==> config.mk <==
export PLATFORM = sky130hd
export DESIGN_NAME = lage_row_rule
export DESIGN_NICKNAME = d
export VERILOG_FILES = /design/src/lage_pkg.sv /design/src/lage_row_rule.sv
export SDC_FILE = /design/constraint.sdc
export NUM_CORES = 1
export LEC_CHECK = 0
export ABC_CLOCK_PERIOD_IN_PS = 4400
export BUFFER_PORTS_ARGS = -buffer_cell sky130_fd_sc_hd__buf_2
export CAP_MARGIN = 20
export CORE_UTILIZATION = 25
export DETAILED_ROUTE_END_ITERATION = 12
export PLACE_DENSITY = 0.44
export RECOVER_POWER = 25
export SLEW_MARGIN = 20
export SYNTH_ARGS = -nofsm -noshare
export SYNTH_HDL_FRONTEND = slang
export SYNTH_SLANG_ARGS = --single-unit
==> constraint.sdc <==
create_clock -name vclk -period 4.4
set_input_delay 0.44 -clock vclk [all_inputs]
set_output_delay 0.44 -clock vclk [all_outputs]
set_load 0.05 [all_outputs]
==> src/lage_pkg.sv <==
// Shared types and constants for the life grid engine.
// Holds payload structs, operation and register codes, and sequencer states.
// No dependencies.
`timescale 1ns / 1ps
`default_nettype none

package lage_pkg;

  localparam int MaxRows = 64;
  localparam int MaxCols = 64;
  localparam int RowAw   = $clog2(MaxRows);
  localparam int ColAw   = $clog2(MaxCols);
  localparam int CntW    = RowAw + 1;
  localparam int CfgW    = 7;
  localparam int CfgIdxW = 1;

  typedef enum logic [2:0] {
    FUNC_WRITE   = 3'd0,
    FUNC_TOGGLE  = 3'd1,
    FUNC_CLEAR   = 3'd2,
    FUNC_READ    = 3'd3,
    FUNC_ADVANCE = 3'd4
  } lage_func_e;

  typedef enum logic [CfgIdxW-1:0] {
    CFG_ROWS_IN_USE    = 1'b0,
    CFG_COLUMNS_IN_USE = 1'b1
  } lage_cfg_e;

  typedef enum logic [2:0] {
    ST_IDLE,
    ST_CELL,
    ST_ADV_LOAD,
    ST_ADV_ROW,
    ST_DONE
  } lage_state_e;

  typedef struct packed {
    logic [2:0] func;
    logic [5:0] cell_row;
    logic [5:0] cell_column;
    logic       write_value;
  } lage_in_t;

  typedef struct packed {
    logic [2:0] done_func;
    logic       read_value;
    logic       out_of_range;
  } lage_out_t;

endpackage

`default_nettype wire

==> src/lage_row_rule.sv <==
// Shared row unit: applies the B3/S23 rule to one row word from its
// neighbor rows. Depends on lage_pkg for the row width.
`timescale 1ns / 1ps
`default_nettype none

module lage_row_rule import lage_pkg::*; (
  input  logic [MaxCols-1:0] prev_i,
  input  logic [MaxCols-1:0] cur_i,
  input  logic [MaxCols-1:0] below_i,
  input  logic [MaxCols-1:0] mask_i,
  output logic [MaxCols-1:0] fresh_o
);

  logic [MaxCols+1:0] p_pad;
  logic [MaxCols+1:0] c_pad;
  logic [MaxCols+1:0] b_pad;

  // Pad with dead cells so the edges never wrap.
  assign p_pad = {1'b0, prev_i & mask_i, 1'b0};
  assign c_pad = {1'b0, cur_i & mask_i, 1'b0};
  assign b_pad = {1'b0, below_i & mask_i, 1'b0};

  always_comb begin
    logic [3:0] n;
    n = '0;
    for (int k = 0; k < MaxCols; k++) begin
      n = 4'(p_pad[k]) + 4'(p_pad[k+1]) + 4'(p_pad[k+2])
        + 4'(c_pad[k]) + 4'(c_pad[k+2])
        + 4'(b_pad[k]) + 4'(b_pad[k+1]) + 4'(b_pad[k+2]);
      fresh_o[k] = mask_i[k] & ((n == 4'd3) | (c_pad[k+1] & (n == 4'd2)));
    end
  end

endmodule

`default_nettype wire

==> impl_metrics.tcl, run 1 <==
set metrics [dict create \
    outcome "complete, no violations" \
    finalCriticalPeriod_ns 4.23 \
    p_seq_share_pct 0 \
    synth_seq_area_share_pct 0 \
    powerDensity_mw_per_mm2 191 \
    post_cts_buffers 0 \
    final-instance-count-excl-fill 2470 \
    synth_area_leader_cell "fa_1" \
    synth_cell_types 28 \
    ys_warn_count 0 \
    via_per_inst 4.44 \
    drt-initial-drc-count 290 \
    path_cells "buf_2, and2_1, xnor2_1, ha_1, inv_1, fa_1, inv_1, fa_1, and3_1, fa_1, nand2_1, a2111oi_2, buf_2" \
    min_from "mask_i[26]" \
    synthTopCellsByArea "fa_1, ha_1, nand2_1" \
    antenna_found_initial 5 \
    die_x_um 224 \
    crit_path_frequent_cell "fa_1" \
    antenna_left 0 \
    whs_ns 1.30 \
    via_count 10968 \
    setup_viol 0 \
    power_w 0.00284 \
    startpoint_type "input port" \
    dp_hpwl_um 30700 \
    critPathKind "in2out" \
    fin_crit_sh_pct 96.2 \
    worst_pin_slew_ns 0.701 \
    syn_inst 1482 \
    avgSynthCellArea_um2 8.31 \
    hp-class "in2out" \
    io_buffers 320 \
    syn_nets 2122 \
    worst_hold_path.endpoint "fresh_o[26]" \
    grt_pass1_vias 11402 \
    grt_max_degree 8 \
    fillCellCount 5260 \
    clkbuf_count 0 \
    area_growth_pct 20.8 \
    crit_fanout 4 \
    grt_first_pass_wirelength_um 54400 \
    tns_ns 0 \
    synth.top_cell.area_share_pct 31.2 \
    cp.required_ns 3.96 \
    hold_violations 0 \
    wl_per_cell_um 13.0 \
    wirelength_um 32200 \
    critPathArrivalTime_ns 3.79 \
    grt_use_total_pct 12.8 \
    drc_errors 0 \
    initial_utilization_pct 25.6 \
    power_switching_w 0.00175 \
    cp_slowest_cell "fa_1" \
    fmax_mhz 236 \
    core_area_mm2 0.0481 \
    grt_overflow 0 \
    end_kind "output port" \
    ctsHoldBuffers 0 \
    ff_latch_area_um2 0 \
    ctsResizeCount 0 \
    ios 320 \
    fin_ws_ns 0.169 \
    drive_gt1_share_pct 23.0 \
    syn_area_mm2 0.0123 \
    nNetsFinal 2453 \
    dp_cells 2467 \
    p_leak_nw 8.36 \
    dp_slack_ns 0.0337 \
    max_stage_delay_ns 0.48 \
    clkPwrFrac_pct 0 \
    gp_congestion 0.815 \
    min_path_cells 4 \
    dieArea_mm2 0.0502 \
    drtPass1Iterations 4 \
    fp.dieH_um 224 \
    swShare_pct 61.7 \
    design.seq.count 0 \
    drv_cap 0 \
    p_int_w 0.00109 \
    ir_drop_uv 129 \
    drv_slew 0 \
    relSlewSlack_pct 53.0 \
    pwr-share-comb_pct 100.0 \
    row_count 80 \
]
## stage by stage
step | util, % | area [um^2]
5_1_grt | 30.9 | 14900
3_3_place_gp | 30.8 | 14900
6_report | 30.9 | 14900
2_1_floorplan | - | 12300
4_1_cts | 30.8 | 14900
3_5_place_dp | 30.8 | 14900
## placed cells by master (no fill, tap or decap), types with 2 or more instances in the layout
cell type and count:
nand3_1 5, and3_1 69, and2_1 27, nor2b_1 44, and2_2 36, a31o_2 3
buf_12 2, buf_2 298, diode_2 3, inv_1 259, a2111oi_2 40, fa_1 192
buf_4 12, a211oi_1 42, nand2b_1 2, ha_1 192, clkbuf_4 3, nand2_1 267
o211ai_1 5, nand3b_1 15, clkbuf_1 3, a31oi_1 14, o21bai_1 71, xnor2_1 3
xor2_1 57, a21oi_1 67, clkbuf_2 11, o21ai_0 14, a2111oi_4 2, or2_2 5
nor3_1 2, nor2_1 43, nand2_2 3
## layout make-up
class,instances,area (um^2),share of cell area [%]
multi-input combinational,1223,11400,76.4
timing repair buffer,329,1710,11.5
inverter,259,972,6.53
tap,656,821,5.51
antenna,3,7.51,0.0504
## synth_stat cells, types with 5 or more instances
master / instances
a2111oi_2: 42
a211oi_1: 42
a21oi_1: 67
a31oi_1: 14
and2_1: 27
and2_2: 36
and3_1: 69
fa_1: 192
ha_1: 192
inv_1: 259
nand2_1: 269
nand3_1: 5
nand3b_1: 15
nor2_1: 43
nor2b_1: 44
o211ai_1: 5
o21ai_0: 14
o21bai_1: 71
or2_2: 5
xor2_1: 57
## logic make-up (layout without fill, tap and decap cells)
logic type                 Yosys count  count (layout)  share of synthesized area, %
AOI/OAI and AO/OA                  258             258                          16.5
other                                0               3                             0
adders and majority gates          384             384                          50.7
and+or+nand+nor                    521             521                          20.6
buffers and inverters              259             588                          7.89
xor gates and xnor gates            60              60                          4.27
## power groups by stage
| stage | clock (W) | sequential, W | combinational, W |
|---|---|---|---|
| finish | 0.0000000000748 | 0 | 0.00284 |
| global placement | 0 | 0 | 0.00281 |
| detailed placement | 0 | 0 | 0.00287 |
| global route | 0.0000000000608 | 0 | 0.00326 |
| CTS | 0 | 0 | 0.00289 |
| floorplan | 0 | 0 | 0.00214 |
## layer usage
metal | routed length, um | GRT usage, % | vias up
met1 | 14500 | 16.5 | 5179
met4 | 406 | 1.39 | 6
met3 | 1450 | 1.63 | 26
met5 | 37 | 0 | -
met2 | 15800 | 23.4 | 175
li1 | - | - | 5582
## critical path: cells and delay by family
family | cells | cell delay, ns
compound gates | 1 | 0.44
simple gates | 3 | 0.49
xor+xnor | 1 | 0.16
buf+inv | 4 | 0.54
fa+ha+maj | 4 | 1.71
## worst max path at each step
stage | endpoint | depth (start not counted) | startpoint | slack, ns
2_1_floorplan | fresh_o[9] | 11 | prev_i[8] | 0.05
3_3_place_gp | fresh_o[48] | 14 | mask_i[48] | 0.04
3_5_place_dp | fresh_o[48] | 14 | mask_i[48] | 0.03
4_1_cts | fresh_o[48] | 14 | mask_i[48] | 0.01
5_1_grt | fresh_o[28] | 14 | mask_i[27] | -0.0008
6_report | fresh_o[9] | 13 | prev_i[8] | 0.17
Note: power is estimated with default switching activity, not from simulation.
==> inputs of run 2 (changes only) <==
- PLACE_DENSITY: 0.44 -> 0.46
==> run 2 against run 1 <==
Against the previous run: setup slack improved by 0.030 ns; die area unchanged; cell count did not move; core utilization hardly changed; count of clock-buffer cells in the layout stayed put; total power is 0.55% lower; critical endpoint is now fresh_o[8]; sequential share of layout area is the same; via count is 0.26% lower.
==> impl_metrics.tcl, run 2 (same netlist as run 1, synthesis figures left out) <==
set metrics [dict create \
    path_buf_inv 2 \
    outcome "complete, no violations" \
    max_stage_delay_ns 0.53 \
    ctsHoldBuffers 0 \
    crit_fanout 4 \
    fillCellCount 5264 \
    drt-initial-drc-count 247 \
    io_buffers 320 \
    hold_violations 0 \
    hp-class "in2out" \
    via_per_inst 4.43 \
    cp_slowest_cell "fa_1" \
    fp.dieH_um 224 \
    path_delay_family "adder cells" \
    wl_per_cell_um 12.9 \
    grt_use_total_pct 12.7 \
    mostFrequentLayoutCell "buf_2" \
    drc_errors 0 \
    dp_hpwl_um 30300 \
    drv_slew 0 \
    worst_pin_slew_ns 0.603 \
    layout_common_cells "buf_2, nand2_1, inv_1, fa_1, ha_1" \
    grt_pass1_vias 11385 \
    drive_gt1_share_pct 23.0 \
    fin_area_mm2 0.0149 \
    ios 320 \
    clkbuf_count 0 \
    design.seq.count 0 \
    placed_area_mm2 0.0148 \
    whs_ns 1.32 \
    startpoint_type "input port" \
    fmax_mhz 238 \
    dp_slack_ns 0.128 \
    crit_path_frequent_cell "fa_1" \
    rsz0062_at_grt "no" \
    ir_drop_uv 103 \
    via_count 10939 \
    initial_utilization_pct 25.6 \
    finalCriticalPeriod_ns 4.20 \
    fin_ws_ns 0.199 \
    drtPass1Iterations 4 \
    setup_viol 0 \
    p_leak_nw 8.35 \
    core_area_mm2 0.0481 \
    area_growth_pct 20.7 \
    grt_overflow 0 \
    grt_first_pass_wirelength_um 54400 \
    die_x_um 224 \
    antenna_left 0 \
    final-instance-count-excl-fill 2470 \
    post_cts_buffers 0 \
    antenna_found_initial 9 \
    end_kind "output port" \
    grt_max_degree 8 \
    fin_crit_sh_pct 95.5 \
    powerDensity_mw_per_mm2 190 \
    gp_congestion 0.812 \
    dieArea_mm2 0.0502 \
    relSlewSlack_pct 60.0 \
    path_cells "buf_2, and2_1, fa_1, fa_1, fa_1, and3_2, fa_1, nand2_1, a2111oi_4, buf_2" \
    nNetsFinal 2452 \
    critPathKind "in2out" \
    drv_cap 0 \
    cp.required_ns 3.96 \
    ff_latch_area_um2 0 \
    row_count 80 \
    tns_ns 0 \
    critPathArrivalTime_ns 3.76 \
    dp_cells 2466 \
    wirelength_um 32000 \
]
## run 2: cell count changes in the layout (fill, tap and decap cells not counted), sizes merged
| cell | change |
|---|---|
| diode | +1 |
| buf | -4 |
| clkbuf | +3 |
## run 2: layout make-up
class                           count  area (um^2)  area share, %
Inverter                          259          972           6.54
Antenna cell                        4         10.0         0.0673
Timing Repair Buffer              328         1690           11.4
Multi-Input combinational cell   1223        11400           76.5
Tap cell                          656          821           5.52
## run 2: worst paths after layout
path	startpoint	end	slack [ns]	depth (start not counted)
worst max-delay path	mask_i[8]	fresh_o[8]	0.20	10
worst min-delay path	mask_i[2]	fresh_o[2]	1.32	4
## run 2: repair_timing
action                                  in CTS  in global routing
endpoints found under the setup margin       0                  9
gates resized for setup                      0                 12
hold endpoints to repair                     0                  0
## run 2: per-layer routing
| layer | vias to the layer above | wire [um] | track usage, % |
|---|---|---|---|
| li1 | 5575 | - | - |
| met1 | 5183 | 14100 | 16.1 |
| met2 | 157 | 16100 | 23.6 |
| met3 | 14 | 1610 | 1.95 |
| met4 | 10 | 83 | 0.597 |
| met5 | - | 72 | 0 |
## run 2: metrics by stage
stage / util [%] / power [W]
final: 30.9 / 0.00283
after global routing: 30.9 / 0.00325
after CTS: 30.8 / 0.00287
after detailed placement: 30.8 / 0.00285
after global placement: 30.8 / 0.00279
after floorplan: - / 0.00214
## run 2: report_power, final
part	total [W]	leakage, nW	switching [W]	internal, W
Sequential	0	0	0	0
Clock	0.000000000122	0.0000254	0	0.000000000122
Combinational	0.00283	8.35	0.00174	0.00108
==> inputs of run 3 (changes only) <==
- ABC_CLOCK_PERIOD_IN_PS: 4400 -> 3400
- PLACE_DENSITY: 0.46 -> 0.47
- clock period: 4.4 -> 3.4 ns (I/O delays scaled with it)
==> run 3 against run 2 <==
Against the previous run: setup slack lost 0.49 ns; the flow now finishes with violations (negative setup slack); count of clock-buffer cells in the layout did not move; critical path type unchanged; flip-flop and latch count is the same; via count up 15%; cell count grew 17%; first-iteration DRC count grew 8.1%.
==> impl_metrics.tcl, run 3 (same netlist as run 1, synthesis figures left out) <==
set metrics [dict create \
    p_int_w 0.00255 \
    drv_cap 0 \
    worst_pin_slew_ns 0.588 \
    path_depth 20 \
    path_buf_inv 13 \
    path_cells "buf_8, nand2_4, buf_6, buf_4, buf_4, buf_4, buf_4, buf_4, buf_4, buf_4, buf_4, buf_6, buf_6, o21bai_1, ha_1, fa_1, nand2_1, a31oi_1, and3_4, buf_8" \
    hold_violations 0 \
    end_kind "output port" \
    die_x_um 224 \
    rsz0062_at_grt "yes" \
    fin_area_mm2 0.0215 \
    drt-initial-drc-count 267 \
    area_growth_pct 74.6 \
    power_switching_w 0.00275 \
    cp_slowest_cell "fa_1" \
    fillCellCount 4701 \
    p_leak_nw 11.0 \
    max_stage_delay_ns 0.54 \
    multiInputGateArea_mm2 0.0135 \
    drv_slew 0 \
    clkbuf_count 0 \
    antenna_left 0 \
    finalCriticalPeriod_ns 3.69 \
    dieArea_mm2 0.0502 \
    hp-class "in2out" \
    nNetsFinal 2880 \
    antenna_found_initial 9 \
    grt_max_degree 6 \
    fmax_mhz 271 \
    critPathKind "in2out" \
    clkPwrFrac_pct 0 \
    outcome "finished with violations" \
    drive_gt1_share_pct 52.1 \
    grt_use_total_pct 15.0 \
    powerDensity_mw_per_mm2 247 \
    gp_congestion 0.813 \
    ios 320 \
    layout_common_cells "buf_4, inv_1, ha_1, nand2_1, buf_2" \
    dp_slack_ns -0.442 \
    pwr-share-comb_pct 100.0 \
    fp.dieH_um 224 \
    row_count 80 \
    startpoint_type "input port" \
    crit_path_frequent_cell "buf_4" \
    crit_fanout 3 \
    p_seq_share_pct 0 \
    cp.required_ns 3.06 \
    setup_viol 61 \
    wirelength_um 37800 \
    via_per_inst 4.35 \
    grt_overflow 0 \
    ff_latch_area_um2 0 \
    fin_crit_sh_pct 109 \
    drtPass1Iterations 4 \
    placed_area_mm2 0.0189 \
    io_buffers 320 \
    core_area_mm2 0.0481 \
    dp_hpwl_um 34300 \
    swShare_pct 51.9 \
    mostFrequentLayoutCell "buf_4" \
    initial_utilization_pct 25.6 \
    critPathArrivalTime_ns 3.35 \
    drc_errors 0 \
    wl_per_cell_um 13.0 \
    ctsHoldBuffers 0 \
    design.seq.count 0 \
    via_count 12601 \
    fin_ws_ns -0.294 \
    relSlewSlack_pct 61.0 \
    grt_pass1_vias 13622 \
    ir_drop_uv 152 \
    min_path_cells 4 \
    grt_first_pass_wirelength_um 63500 \
    violations "negative setup slack" \
    path_delay_family "buffers and inverters" \
]
run 3: worst paths after layout:
path / endpoint / from / slack (ns)
worst max-delay path: fresh_o[45] / mask_i[44] / -0.29
worst min-delay path: fresh_o[19] / mask_i[19] / 1.05
run 3: tightest hold or removal path, cell delays in order:
cell,delay (ns)
buf_6,0.11
nand2_2,0.08
a2111oi_4,0.04
buf_6,0.14
run 3: power groups by stage:
stage / Clock [W] / Sequential (W) / Combinational (W)
after floorplan: 0 / 0 / 0.00322
after global placement: 0 / 0 / 0.00456
after detailed placement: 0 / 0 / 0.00468
after CTS: 0 / 0 / 0.00522
after global routing: 0.000000000118 / 0 / 0.00588
final: 0.000000000158 / 0 / 0.00531
run 3: what timing repair did:
| action | CTS | global route |
|---|---|---|
| endpoints found under the hold margin | 0 | 0 |
| pin swaps | 212 | 86 |
| setup buffers | 50 | 16 |
| resized for setup | 479 | 109 |
| endpoints found under the setup margin | 62 | 62 |
run 3: area by class of cell:
type                            instances  share of cell area, %
Antenna cell                            4                 0.0465
Multi-Input combinational cell       1223                   62.6
Tap cell                              656                   3.82
Timing Repair Buffer                  756                   29.0
Inverter                              259                   4.52
run 3: through the flow:
| step | hold slack (ns) | total power, W | cells | utilization, % | setup TNS, ns |
|---|---|---|---|---|---|
| after floorplan | 0.839 | 0.00322 | 1482 | - | -8.85 |
| after global placement | 1.08 | 0.00456 | 2828 | 39.2 | -19.72 |
| after detailed placement | 1.09 | 0.00468 | 2828 | 39.2 | -21.37 |
| after CTS | 1.05 | 0.00522 | 2878 | 43.5 | -9.54 |
| after global routing | 1.06 | 0.00588 | 2897 | 44.7 | -16.06 |
| final | 1.05 | 0.00531 | 2898 | 44.7 | -8.50 |
run 3: routing by layer:
metal  up-vias  wire [um]  global-route usage, %
met3        28       1860                   2.30
met1      5956      16300                   18.7
met4        10        456                   1.44
met2       179      19200                   27.8
met5         -         63                      0
li1       6428          -                      -
